`config.mk`:
```
export PLATFORM = sky130hd
export DESIGN_NAME = json_string_escaper_flat
export DESIGN_NICKNAME = d
export VERILOG_FILES = /design/src/rtl/jse_pkg.sv /design/src/rtl/jse_if.sv /design/src/rtl/jse_front.sv /design/src/rtl/jse_queue.sv /design/src/rtl/jse_back.sv /design/src/rtl/json_string_escaper.sv /design/src/flat_wrapper.sv
export SDC_FILE = /design/constraint.sdc
export NUM_CORES = 1
export LEC_CHECK = 0
export ABC_CLOCK_PERIOD_IN_PS = 4600
export BUFFER_PORTS_ARGS = -buffer_cell sky130_fd_sc_hd__buf_4
export CORE_ASPECT_RATIO = 2
export CORE_UTILIZATION = 30
export DETAILED_ROUTE_END_ITERATION = 16
export MAX_ROUTING_LAYER = met4
export SETUP_SLACK_MARGIN = 0.5
export SYNTH_ARGS = -nofsm -noshare
export SYNTH_HDL_FRONTEND = slang
export SYNTH_SLANG_ARGS = --single-unit
```
`constraint.sdc`:
```
create_clock -name i_clk -period 4.6 [get_ports i_clk]
set_input_delay 0.69 -clock i_clk [delete_from_list [all_inputs] [get_ports i_clk]]
set_output_delay 0.69 -clock i_clk [all_outputs]
set_load 0.02 [all_outputs]
```
`src/rtl/jse_pkg.sv`:
```
package jse_pkg;

    localparam logic [7:0] CH_NUL    = 8'h00;
    localparam logic [7:0] CH_QUOTE  = 8'h22;
    localparam logic [7:0] CH_BSLASH = 8'h5C;
    localparam logic [7:0] CH_BS     = 8'h08;
    localparam logic [7:0] CH_FF     = 8'h0C;
    localparam logic [7:0] CH_LF     = 8'h0A;
    localparam logic [7:0] CH_CR     = 8'h0D;
    localparam logic [7:0] CH_TAB    = 8'h09;
    localparam logic [7:0] CH_LO_B   = 8'h62;
    localparam logic [7:0] CH_LO_F   = 8'h66;
    localparam logic [7:0] CH_LO_N   = 8'h6E;
    localparam logic [7:0] CH_LO_R   = 8'h72;
    localparam logic [7:0] CH_LO_T   = 8'h74;
    localparam logic [7:0] CH_LO_U   = 8'h75;
    localparam logic [7:0] CH_ZERO   = 8'h30;
    localparam logic [7:0] CH_LO_A   = 8'h61;
    localparam logic [7:0] CTRL_END  = 8'h20;

    localparam logic [2:0] LEN_PLAIN = 3'd1;
    localparam logic [2:0] LEN_SHORT = 3'd2;
    localparam logic [2:0] LEN_UNI   = 3'd6;
    localparam logic [2:0] LEN_CLOSE = 3'd1;

    // how the back end expands one text byte
    typedef enum logic [1:0] {
        K_PLAIN,
        K_SHORT,
        K_UNI,
        K_CLOSE
    } t_kind;

    typedef struct packed {
        logic       open;   // emit an opening quote first
        t_kind      kind;
        logic [7:0] data;   // plain byte, escape letter or control byte
    } t_cmd;

    function automatic t_cmd classify(input logic [7:0] b);
        t_cmd c;
        c.open = 1'b0;
        c.data = b;
        c.kind = K_PLAIN;
        case (b)
            CH_NUL:    c.kind = K_CLOSE;
            CH_QUOTE:  c.kind = K_SHORT;
            CH_BSLASH: c.kind = K_SHORT;
            CH_BS:     begin c.kind = K_SHORT; c.data = CH_LO_B; end
            CH_FF:     begin c.kind = K_SHORT; c.data = CH_LO_F; end
            CH_LF:     begin c.kind = K_SHORT; c.data = CH_LO_N; end
            CH_CR:     begin c.kind = K_SHORT; c.data = CH_LO_R; end
            CH_TAB:    begin c.kind = K_SHORT; c.data = CH_LO_T; end
            default:   c.kind = (b < CTRL_END) ? K_UNI : K_PLAIN;
        endcase
        return c;
    endfunction

    function automatic logic [7:0] hex_char(input logic [3:0] nib);
        logic [7:0] wide;
        wide = {4'h0, nib};
        return (nib < 4'd10) ? (CH_ZERO + wide) : (CH_LO_A - 8'd10 + wide);
    endfunction

    function automatic logic [2:0] cmd_len(input t_cmd c);
        logic [2:0] body;
        case (c.kind)
            K_PLAIN: body = LEN_PLAIN;
            K_SHORT: body = LEN_SHORT;
            K_UNI:   body = LEN_UNI;
            K_CLOSE: body = LEN_CLOSE;
            default: body = LEN_PLAIN;
        endcase
        return body + {2'b00, c.open};
    endfunction

endpackage

```
`src/rtl/jse_if.sv`:
```
interface jse_in_if;
    logic       valid;
    logic       ready;
    logic [7:0] text_byte;

    modport source (output valid, output text_byte, input ready);
    modport sink   (input valid, input text_byte, output ready);
endinterface

interface jse_out_if;
    logic       valid;
    logic       ready;
    logic [7:0] out_byte;
    logic       run_last;
    logic       string_done;

    modport source (output valid, output out_byte, output run_last, output string_done,
                    input ready);
    modport sink   (input valid, input out_byte, input run_last, input string_done,
                    output ready);
endinterface

```
`src/rtl/jse_front.sv`:
```
module jse_front (
    input  logic          i_clk,
    input  logic          i_rst_n,
    jse_in_if.sink        i_in,
    input  logic          i_full,
    output logic          o_push,
    output jse_pkg::t_cmd o_cmd
);
    import jse_pkg::*;

    logic r_string_open;
    logic n_string_open;
    t_cmd w_cmd;

    assign i_in.ready = !i_full;
    assign o_push     = i_in.valid && !i_full;

    always_comb begin
        w_cmd      = classify(i_in.text_byte);
        w_cmd.open = !r_string_open;
    end
    assign o_cmd = w_cmd;

    always_comb begin
        n_string_open = r_string_open;
        if (o_push) begin
            n_string_open = (i_in.text_byte != CH_NUL);
        end
    end

    always_ff @(posedge i_clk) begin
        if (!i_rst_n) begin
            r_string_open <= 1'b0;
        end else begin
            r_string_open <= n_string_open;
        end
    end

endmodule

```
`src/rtl/jse_queue.sv`:
```
module jse_queue #(
    parameter int DEPTH = 2
) (
    input  logic          i_clk,
    input  logic          i_rst_n,
    input  logic          i_push,
    input  jse_pkg::t_cmd i_cmd,
    output logic          o_full,
    input  logic          i_pop,
    output logic          o_head_valid,
    output jse_pkg::t_cmd o_head
);
    import jse_pkg::*;

    localparam int PW = (DEPTH > 1) ? $clog2(DEPTH) : 1;
    localparam int CW = $clog2(DEPTH + 1);
    localparam logic [PW-1:0] LAST_PTR = PW'(DEPTH - 1);
    localparam logic [CW-1:0] FULL_CNT = CW'(DEPTH);

    t_cmd          r_mem [DEPTH];
    logic [PW-1:0] r_wr_ptr, n_wr_ptr;
    logic [PW-1:0] r_rd_ptr, n_rd_ptr;
    logic [CW-1:0] r_count, n_count;
    logic          w_do_push, w_do_pop;

    assign o_full       = (r_count == FULL_CNT);
    assign o_head_valid = (r_count != '0);
    assign o_head       = r_mem[r_rd_ptr];
    assign w_do_push    = i_push && !o_full;
    assign w_do_pop     = i_pop && o_head_valid;

    always_comb begin
        n_wr_ptr = r_wr_ptr;
        n_rd_ptr = r_rd_ptr;
        n_count  = r_count;
        if (w_do_push) begin
            n_wr_ptr = (r_wr_ptr == LAST_PTR) ? '0 : r_wr_ptr + 1'b1;
        end
        if (w_do_pop) begin
            n_rd_ptr = (r_rd_ptr == LAST_PTR) ? '0 : r_rd_ptr + 1'b1;
        end
        if (w_do_push && !w_do_pop) begin
            n_count = r_count + 1'b1;
        end else if (w_do_pop && !w_do_push) begin
            n_count = r_count - 1'b1;
        end
    end

    always_ff @(posedge i_clk) begin
        if (!i_rst_n) begin
            r_wr_ptr <= '0;
            r_rd_ptr <= '0;
            r_count  <= '0;
        end else begin
            r_wr_ptr <= n_wr_ptr;
            r_rd_ptr <= n_rd_ptr;
            r_count  <= n_count;
        end
    end

    always_ff @(posedge i_clk) begin
        if (w_do_push) begin
            r_mem[r_wr_ptr] <= i_cmd;
        end
    end

`ifndef SYNTHESIS
    a_no_overflow: assert property (@(posedge i_clk) disable iff (!i_rst_n)
        i_push |-> !o_full)
        else $error("command pushed into full queue");

    a_no_underflow: assert property (@(posedge i_clk) disable iff (!i_rst_n)
        i_pop |-> o_head_valid)
        else $error("command popped from empty queue");

    a_ptr_gap: assert property (@(posedge i_clk) disable iff (!i_rst_n)
        (r_count == '0 || r_count == FULL_CNT) |-> (r_wr_ptr == r_rd_ptr))
        else $error("queue pointers disagree with fill count");
`endif

endmodule

```
`src/rtl/jse_back.sv`:
```
module jse_back (
    input  logic          i_clk,
    input  logic          i_rst_n,
    input  logic          i_head_valid,
    input  jse_pkg::t_cmd i_head,
    output logic          o_pop,
    jse_out_if.source     o_out
);
    import jse_pkg::*;

    logic [2:0] r_step, n_step;
    logic       r_valid, n_valid;
    logic [7:0] r_byte;
    logic       r_last;
    logic       r_done;
    logic       w_load;
    logic       w_is_last;
    logic [2:0] w_body;
    logic [7:0] w_byte;
    logic       w_done;

    assign w_load    = i_head_valid && (!r_valid || o_out.ready);
    assign w_is_last = (r_step == cmd_len(i_head) - 3'd1);
    assign w_body    = r_step - {2'b00, i_head.open};
    assign o_pop     = w_load && w_is_last;

    // byte for the current step of the head command
    always_comb begin
        w_byte = CH_QUOTE;
        w_done = 1'b0;
        if (i_head.open && r_step == 3'd0) begin
            w_byte = CH_QUOTE;
        end else begin
            case (i_head.kind)
                K_PLAIN: w_byte = i_head.data;
                K_SHORT: w_byte = (w_body == 3'd0) ? CH_BSLASH : i_head.data;
                K_UNI: begin
                    case (w_body)
                        3'd0:    w_byte = CH_BSLASH;
                        3'd1:    w_byte = CH_LO_U;
                        3'd2:    w_byte = CH_ZERO;
                        3'd3:    w_byte = CH_ZERO;
                        3'd4:    w_byte = hex_char(i_head.data[7:4]);
                        default: w_byte = hex_char(i_head.data[3:0]);
                    endcase
                end
                K_CLOSE: begin
                    w_byte = CH_QUOTE;
                    w_done = 1'b1;
                end
                default: w_byte = CH_QUOTE;
            endcase
        end
    end

    always_comb begin
        n_step  = r_step;
        n_valid = r_valid;
        if (w_load) begin
            n_step  = w_is_last ? 3'd0 : r_step + 3'd1;
            n_valid = 1'b1;
        end else if (o_out.ready) begin
            n_valid = 1'b0;
        end
    end

    always_ff @(posedge i_clk) begin
        if (!i_rst_n) begin
            r_step  <= 3'd0;
            r_valid <= 1'b0;
        end else begin
            r_step  <= n_step;
            r_valid <= n_valid;
        end
    end

    always_ff @(posedge i_clk) begin
        if (w_load) begin
            r_byte <= w_byte;
            r_last <= w_is_last;
            r_done <= w_done;
        end
    end

    assign o_out.valid       = r_valid;
    assign o_out.out_byte    = r_byte;
    assign o_out.run_last    = r_last;
    assign o_out.string_done = r_done;

`ifndef SYNTHESIS
    a_step_needs_head: assert property (@(posedge i_clk) disable iff (!i_rst_n)
        (r_step != 3'd0) |-> i_head_valid)
        else $error("expansion in progress without a head command");
`endif

endmodule

```
`src/rtl/json_string_escaper.sv`:
```
// JSON string escaper: text bytes come in one word each, a zero byte ending
// the string, and the bytes of the quoted, escaped literal go out one word
// each. run_last marks the final output word of each input word and
// string_done marks the closing quote. Plain text streams at one word per
// cycle while the output is ready; an input word that yields n output
// words (1 to 7: opening quote, two-byte escapes, \u00xx forms) is sent
// from the output register one word at a time, and the input keeps
// flowing until the small command queue between the classifier and the
// expander fills. Each byte goes through the queue to the output register.
module json_string_escaper #(
    parameter int QUEUE_DEPTH = 2
) (
    input  logic      i_clk,
    input  logic      i_rst_n,
    jse_in_if.sink    i_in,
    jse_out_if.source o_out
);
    import jse_pkg::*;

    logic w_push;
    logic w_full;
    logic w_pop;
    logic w_head_valid;
    t_cmd w_cmd;
    t_cmd w_head;

    jse_front u_front (
        .i_clk   (i_clk),
        .i_rst_n (i_rst_n),
        .i_in    (i_in),
        .i_full  (w_full),
        .o_push  (w_push),
        .o_cmd   (w_cmd)
    );

    jse_queue #(
        .DEPTH (QUEUE_DEPTH)
    ) u_queue (
        .i_clk        (i_clk),
        .i_rst_n      (i_rst_n),
        .i_push       (w_push),
        .i_cmd        (w_cmd),
        .o_full       (w_full),
        .i_pop        (w_pop),
        .o_head_valid (w_head_valid),
        .o_head       (w_head)
    );

    jse_back u_back (
        .i_clk        (i_clk),
        .i_rst_n      (i_rst_n),
        .i_head_valid (w_head_valid),
        .i_head       (w_head),
        .o_pop        (w_pop),
        .o_out        (o_out)
    );

endmodule

```
`src/flat_wrapper.sv`:
```
// flat-port wrapper written by rule: the top's interface ports become plain ports
module json_string_escaper_flat import jse_pkg::*;
#(
    parameter int QUEUE_DEPTH = 2
)
  (i_clk, i_rst_n, i_in_valid, i_in_text_byte, i_in_ready, o_out_valid, o_out_out_byte, o_out_run_last, o_out_string_done, o_out_ready);
  jse_in_if i_in_i ();
  jse_out_if o_out_i ();
  input  logic i_clk;
  input  logic i_rst_n;
  input wire logic [$bits(i_in_i.valid)-1:0] i_in_valid;
  input wire logic [$bits(i_in_i.text_byte)-1:0] i_in_text_byte;
  output wire logic [$bits(i_in_i.ready)-1:0] i_in_ready;
  output wire logic [$bits(o_out_i.valid)-1:0] o_out_valid;
  output wire logic [$bits(o_out_i.out_byte)-1:0] o_out_out_byte;
  output wire logic [$bits(o_out_i.run_last)-1:0] o_out_run_last;
  output wire logic [$bits(o_out_i.string_done)-1:0] o_out_string_done;
  input wire logic [$bits(o_out_i.ready)-1:0] o_out_ready;
  assign i_in_i.valid = i_in_valid;
  assign i_in_i.text_byte = i_in_text_byte;
  assign i_in_ready = i_in_i.ready;
  assign o_out_valid = o_out_i.valid;
  assign o_out_out_byte = o_out_i.out_byte;
  assign o_out_run_last = o_out_i.run_last;
  assign o_out_string_done = o_out_i.string_done;
  assign o_out_i.ready = o_out_ready;
  json_string_escaper #(.QUEUE_DEPTH(QUEUE_DEPTH)) u_core (.i_clk(i_clk), .i_rst_n(i_rst_n), .i_in(i_in_i), .o_out(o_out_i));
endmodule
```
* Yosys cells after proc, flatten, opt, wreduce, memory -nomap -nowiden
Memory sizes are Yosys's and may differ from the RTL's. A register that Yosys moved wholly into a read port is not among the register bits.
Cells that the tools add are included.
** Cells by class
- Add/sub/neg operators :: 12
- $lt $le $gt $ge :: 3
- Equality and inequality tests :: 16
- Muxes and demuxes :: 21
- Reductions and logical operators :: 25
** Operator list (number)
- $pmux 8 s4 :: 2
- $eq 8x4->1 const B :: 5
- $pmux 8 s5 :: 1
- $mux 8 :: 3
- $add 7x4->8 const A :: 2
- $add 6x4->7 const A :: 2
- $mux 1 :: 9
- $pmux 3 s3 :: 1
- $eq 8x6->1 const B :: 1
- $eq 8x7->1 const B :: 1
- $logic_and 1x1->1 :: 8
- $logic_not 8->1 :: 1
- $lt 4x4->1 const B :: 2
- $lt 8x6->1 const B :: 1
- $reduce_bool 8->1 :: 1
- $reduce_or 7->1 :: 1
- $eq 2x2->1 const B :: 3
- $eq 3x2->1 const B :: 2
- $logic_not 3->1 :: 2
- $mux 2 :: 3
- $reduce_bool 2->1 :: 3
- $logic_not 1->1 :: 5
- $pmux 2 s2 :: 1
- $reduce_or 2->1 :: 2
- other kinds (14) :: 15
** Storage, ports and cells
- Flip-flop bits (word level) :: 19
- Bits in writable memories :: 22
- Input port bits :: 12
- Output and inout port bits :: 12
- Word-level logic and storage cells :: 87
- Memories :: 1
** Memories
- u_core.u_queue.r_mem :: depth 2, width 11, rd ports 1, clocked after memory_dff 1, wr ports 1, RTL line jse_queue.sv:20 : t_cmd r_mem [DEPTH];

* Logic depth before layout (Yosys ltp)
Gate-level depths: netlist (run 1).
- Depth after elaboration :: 11
- Gate-level depth with buffers :: 16
- Depth with buffers taken out :: 12

* Hierarchy
A second synthesis (run 1) with hierarchy kept.
** Second synthesis, totals
- Cells, all modules :: 242
- Area total of the unflattened synthesis :: 2498.6 sq um
** By module, submodules not included
- jse_back :: times used 1, cells an instance 145, area each 1233.7 sq um, seq. area each 380.4 sq um
- jse_queue :: times used 1, cells an instance 59, area each 1026.0 sq um, seq. area each 760.7 sq um
- jse_front :: times used 1, cells an instance 38, area each 239.0 sq um, seq. area each 20.0 sq um

* Worst setup path before layout (run 1)
OpenSTA, ideal clock, no wires.
- Path type :: register to register
- Start point :: register with a tool-made name
- End point :: register u_core.u_queue.r_count[1]
- Library setup time :: 76 ps
- Arrival :: 3239 ps
- Data required time :: 4524 ps
- Setup slack :: 1285 ps
- Stages on the path, launching flop included :: 13
- Path buffers :: 3
- Period minus slack after synthesis :: 3315 ps
- Cells stage by stage :: dfxtp_1 -> buf_6 -> buf_4 -> buf_2 -> mux2i_1 -> ha_1 -> or4_1 -> a41o_1 -> o21ai_4 -> inv_1 -> ha_1 -> or3_1 -> a21boi_0
** RTL lines
- to (signal assigned) :: RTL line jse_queue.sv:57 : r_count <= n_count;
- to (decl) :: RTL line jse_queue.sv:23 : logic [CW-1:0] r_count, n_count;

==> results of run 1 <==
registers in the layout, indices dropped and copies added (netlist names), named ones only:
signal,cells
u_core.u_back.o_out.out_byte,8
u_core.u_back.o_out.run_last,1
u_core.u_back.o_out.string_done,1
u_core.u_back.o_out.valid,1
u_core.u_back.r_step,3
u_core.u_front.r_string_open,1
u_core.u_queue.r_count,2
u_core.u_queue.r_mem,22
u_core.u_queue.r_rd_ptr,1
u_core.u_queue.r_wr_ptr,1
cell usage after synthesis (all sizes together) (4+ instances only):
cell / instances / area [µm²]
dfxtp: 10 / 200
o32ai: 4 / 35.0
o22ai: 4 / 25.0
nor3: 6 / 30.0
o21ai: 13 / 80.1
nor2: 13 / 48.8
inv: 16 / 60.1
buf: 4 / 31.3
clkbuf: 5 / 18.8
ha: 11 / 138
or3: 4 / 25.0
edfxtp: 32 / 961
nand4: 4 / 25.0
nand2: 14 / 52.6
nand2b: 5 / 31.3
mux2i: 13 / 143
a21oi: 20 / 100
nand3: 7 / 35.0
xnor2: 4 / 35.0
stage by stage:
| stage | hold WS [ns] | cells | power, µW | utilization (%) |
|---|---|---|---|---|
| 6_report | 0.476 | 354 | 1730 | 36.0 |
| 3_3_place_gp | 0.452 | 346 | 1370 | 34.2 |
| 2_1_floorplan | 0.440 | 234 | 1160 | - |
| 4_1_cts | 0.474 | 354 | 1730 | 36.0 |
| 3_5_place_dp | 0.456 | 346 | 1380 | 34.2 |
| 5_1_grt | 0.488 | 354 | 1840 | 36.0 |
path summary, 6_finish.rpt:
| path | start | to | slack (ns) | depth (start not counted) |
|---|---|---|---|---|
| worst max-delay path | flop | u_core.u_queue.r_count[1] | 1.21 | 10 |
| worst min register to register | u_core.u_front.r_string_open | u_core.u_queue.r_mem[1][10] | 0.48 | 1 |
| worst max register to register | flop | u_core.u_queue.r_count[1] | 1.21 | 10 |
| worst min-delay path | u_core.u_front.r_string_open | u_core.u_queue.r_mem[1][10] | 0.48 | 1 |
logic make-up after synthesis:
family | Yosys count | share of synthesized area, %
AOI/OAI and AO/OA | 62 | 16.8
xor gates and xnor gates | 6 | 2.44
adders and majority gates | 11 | 5.59
buffers and inverters | 25 | 4.47
DFF | 42 | 47.2
muxes | 15 | 6.71
and+or+nand+nor | 73 | 16.8
power groups by stage:
stage          logic (µW)  clock network [µW]  registers (µW)
6_report              786                 348             593
5_1_grt               867                 367             605
4_1_cts               786                 352             594
3_5_place_dp          782                   0             602
3_3_place_gp          774                   0             599
2_1_floorplan         502                   0             654
area by class of cell:
| class | instances | area, µm² |
|---|---|---|
| clock buffer | 6 | 129 |
| clock inverter | 2 | 13.8 |
| fill | 817 | 5080 |
| inverter | 16 | 60.1 |
| multi-input combinational | 167 | 1190 |
| sequential | 42 | 1160 |
| tap | 96 | 120 |
| timing repair buffer | 25 | 188 |
worst max-delay path: stages, from the launching register on:
cell,delay [ns]
dfxtp_1,0.38
buf_4,0.30
mux2i_1,0.33
ha_1,0.36
or4_1,0.49
a41o_1,0.31
o21ai_4,0.20
inv_1,0.06
ha_1,0.33
or3_1,0.37
a21boi_0,0.16
layer usage:
metal  vias up  global-route usage, %  wire, µm  part of all wire [%]
li1        942                      -         -                     -
met5         -                      -         0                     0
met1       871                   12.2      1820                    35
met3         9                   3.23       199                   3.8
met2        50                   25.7      3010                    58
met4         0                   8.01       153                   3.0
==> results.ini, run 1 <==
[route]
drtIter0Drc=91
avgViaCountPerCell=5.29
dr.pass1.iters=4
num_vias=1872
drcViolationCount=0
routedWlPerCell_um=14.6
wirelength_mm=5.18
final_antenna_net_count=0

[die]
die_w_um=66.0
core-area_um2=7940
start_util_pct=31.0
fp.dieH_um=130
fp-row-count=46
ios=24
die_area_um2=8590

[logic_synthesis]
synth_edf_count=32
ys.flop_type=edfxtp_1
syn-cell-area_um2=2460
ys_seq_area_share_pct=47.2
synthCells=234
avgSynthCellArea_um2=10.5
synthArstFlopShare_pct=0
ys_types=53
ys_ff_latch=42
ys.warnings.count=0
syn-num-nets=257

[global_route]
grt_use_total_pct=13.8
grt_max_degree=24
antenna_found_initial=0
grt_pass1_wl_mm=8.58
grt_pass1_vias=1811
grt-ovfl-total=0

[cells_and_area]
area_growth_pct=16.3
insertedDiodeCount=0
mostFrequentLayoutCells=edfxtp_1, buf_4, a21oi_1, inv_1, nand2_1
nets=280
final_cell_area_um2=2860
mostFrequentLayoutCell=edfxtp_1
drive_above_1_share_pct=17.1

[power]
switchingPower_uw=678
ir_worst_vdd_uv=213
switching_share_pct=39.2
clkPwrFrac_pct=20.1
seq_power_share_pct=34.3
power.internal_uw=1050
pwr-share-comb_pct=45.5
p_per_area_nw_per_um2=604
leakage_uw=0.00101

[place]
dp_hpwl_mm=3.96
place_ws_ns=1.21
gp_congestion=0.966
io_buffers=23
dpl_cell_area_um2=2720

[sta]
worstMarginPinSlew_ns=0.969
setup_viol=0
period_share_pct=73.8
max_slew_margin_pct=35.1
setup_tns_ns=0
drv_slew=0
setup_ws_ns=1.21
hold_viol=0
rsz0062_at_grt=no
fmax_mhz=295
skew_ns=0.00192
finalCriticalPeriod_ns=3.39

[clock_network]
htreeDepth=2
cts-hold-fix-buffers=0
cts_tree=yes
cts_resized=0
clk_latency_ns=0.29
clock_path_buffers=2
postCtsSetupBuffers=0
path_clk_slew_ns=0.06
cts_buffers=5
clock_sinks=42
cts-root-buf=clkbuf_16

[worst_setup_path]
cp_max_fo=23
critPathLaunchType=flop
end_kind=flop
cp_data_required_time_ns=4.82
crit_arrival_ns=3.61
worstSetupPathType=flop to flop

[status]
status=finished clean

[job]
drv_cap=0

[worst_hold_path]
hold_path_class=flop to flop

No activity file was read; power rests on OpenSTA's default activity.
==> inputs of run 2 (changes only) <==
ABC_CLOCK_PERIOD_IN_PS = 3300   (was 4600)
clock period = 3.3 ns   (was 4.6 ns; I/O delays follow)
==> run 2 against run 1 <==
Against the previous run: register-to-register slack got worse by 0.65 ns; clock skew increased by 0.0036 ns; routed wire length increased by 1.7%; via count increased by 2.8%; global-route usage increased by 0.22 points.
==> results.ini, run 2 (synthesized netlist as in run 1, its figures left out) <==
[route]
routedWlPerCell_um=14.5  ; -0.57%
wl_met3_um=138  ; -31%
top_layer=met4
num_vias=1924  ; +2.8%
drtIter0Drc=83  ; -8.8%
dr.pass1.iters=4  ; unchanged
drcViolationCount=0  ; unchanged
wl_met1_mm=1.86  ; +2.0%
wirelength_mm=5.27  ; +1.7%
final_antenna_net_count=0  ; unchanged
wl_met2_mm=3.03  ; +0.60%
avgViaCountPerCell=5.31  ; +0.51%

[sta]
hold_viol=0  ; unchanged
drv_slew=0  ; unchanged
skew_ns=0.00553  ; +0.00361 ns
setup_viol=0  ; unchanged
setup_ws_ns=0.560  ; -0.646 ns
max_slew_margin_pct=38.3  ; +3.1 points
period_share_pct=83.0  ; +9.2 points
fmax_mhz=365  ; +24%
finalCriticalPeriod_ns=2.74  ; -0.654 ns
worstMarginPinSlew_ns=0.923  ; -0.0464 ns
setup_tns_ns=0  ; unchanged
rsz0062_at_grt=yes

[worst_setup_path]
critPathLaunchType=flop
cp_max_fo=5  ; -78%
crit_arrival_ns=2.96  ; -0.65 ns
reg2reg_slack_ns=0.56  ; -0.65 ns
cp_data_required_time_ns=3.52  ; -1.30 ns
end_kind=flop
reg2regPathDepth=10  ; unchanged
r2r_end=u_core.u_queue.r_count[1]
worstSetupPathType=flop to flop

[die]
die_area_um2=8590  ; unchanged
start_util_pct=31.0  ; unchanged
die_w_um=66.0  ; unchanged
ios=24  ; unchanged
core-area_um2=7940  ; unchanged
fp.dieH_um=130  ; unchanged
fp-row-count=46  ; unchanged

[place]
gp_congestion=0.921  ; -4.7%
io_buffers=23  ; unchanged
dp.cells=348  ; +0.58%
dpl_cell_area_um2=2760  ; +1.3%
place_ws_ns=0.405  ; -0.801 ns
dp_hpwl_mm=4.07  ; +2.8%

[global_route]
grt_pass1_vias=1925  ; +6.3%
grt_max_degree=22  ; -8.3%
grt-ovfl-total=0  ; unchanged
grt_use_total_pct=14.1  ; +0.22 points
grt_pass1_wl_mm=8.79  ; +2.4%
antenna_found_initial=0  ; unchanged

[clock_network]
htreeDepth=2  ; unchanged
path_clk_slew_ns=0.06  ; about the same
clk_latency_ns=0.29  ; about the same
cts-root-buf=clkbuf_16
cts-hold-fix-buffers=0  ; unchanged
cts_buffers=5  ; unchanged
clock_path_buffers=2  ; unchanged
cts_tree=yes
clock_sinks=42  ; unchanged

[power]
ir_worst_vdd_uv=344  ; +62%
leakage_uw=0.00107  ; +5.5%
totalPowerFinal_uw=2560  ; +48%
p_per_area_nw_per_um2=847  ; +40%

[worst_hold_path]
min_from=i_in_text_byte[7]
hold-path-endpoint=u_core.u_queue.r_mem[0][7]
hold_path_class=input pin to flop
whs_path_depth=1  ; unchanged

[status]
status=finished clean

[cells_and_area]
regMostFlops=u_core.u_queue.r_mem
largest_reg_flops=22  ; unchanged
final_cell_area_um2=3020  ; +5.5%
fin_cells=362  ; +2.3%
insertedDiodeCount=0  ; unchanged
nets=288  ; +2.9%
n_fill_cell=803  ; -1.7%
area_growth_pct=22.6
drive_above_1_share_pct=25.2  ; +8.1 points
mostFrequentLayoutCells=buf_4, edfxtp_1, a21oi_1, inv_1
mostFrequentLayoutCell=buf_4

[job]
drv_cap=0  ; unchanged

-- run 2: cell types whose count changed in the layout (fill, tap and decap cells not counted), sizes merged --
cell    change
buf         +8
clkbuf      -1
clkinv      +1
-- run 2: report_power, final --
part	switching [µW]	internal [µW]	leakage, µW
clock	200	280	0.0000679
sequential	86.6	758	0.000386
combinational	701	532	0.000613
total	987	1570	0.00107
-- run 2: stage by stage --
step | util, % | hold slack, ns
2_1_floorplan | - | 0.440
3_3_place_gp | 34.7 | 0.453
3_5_place_dp | 34.7 | 0.457
4_1_cts | 37.0 | 0.425
5_1_grt | 38.0 | 0.424
6_report | 38.0 | 0.427
-- run 2: critical path: stages (launching register included) --
cell      delay, ns
dfxtp_4        0.41
mux2i_4        0.31
ha_4           0.26
or4_4          0.41
a41o_1         0.26
o21ai_4        0.18
inv_2          0.06
ha_4           0.15
xor2_2         0.14
or3_1          0.38
a21boi_1       0.12
-- run 2: area by class of cell --
type,instances,area (µm²),share of cell area (%)
Sequential cell,42,1160,38.6
Tap cell,96,120,3.98
Timing Repair Buffer,33,248,8.21
Clock inverter,3,20.0,0.663
Inverter,16,60.1,1.99
Multi-Input combinational cell,167,1280,42.4
Clock buffer,5,125,4.15
-- run 2: worst max path at each step --
stage / start / to / slack, ns / cells past startpoint
final: flop / u_core.u_queue.r_count[1] / 0.56 / 10
after CTS: flop / u_core.u_back.o_out.out_byte[1] / 0.52 / 9
after detailed placement: flop / u_core.u_queue.r_count[1] / 0.41 / 10
after floorplan: flop / u_core.u_queue.r_count[1] / 0.30 / 13
after global routing: flop / u_core.u_queue.r_count[1] / 0.45 / 10
after global placement: flop / u_core.u_queue.r_count[1] / 0.50 / 10
-- run 2: routing by layer --
layer / vias to the layer above / track usage, %
met2: 51 / 26.7
met4: 0 / 9.01
met5: - / -
met1: 904 / 11.9
met3: 17 / 2.71
li1: 952 / -
-- run 2: what timing repair did --
item                       in CTS  in global routing
setup endpoints to repair       1                  2
gates resized for setup         4                 10
buffers inserted                2                  4
pin swaps                       1                  7
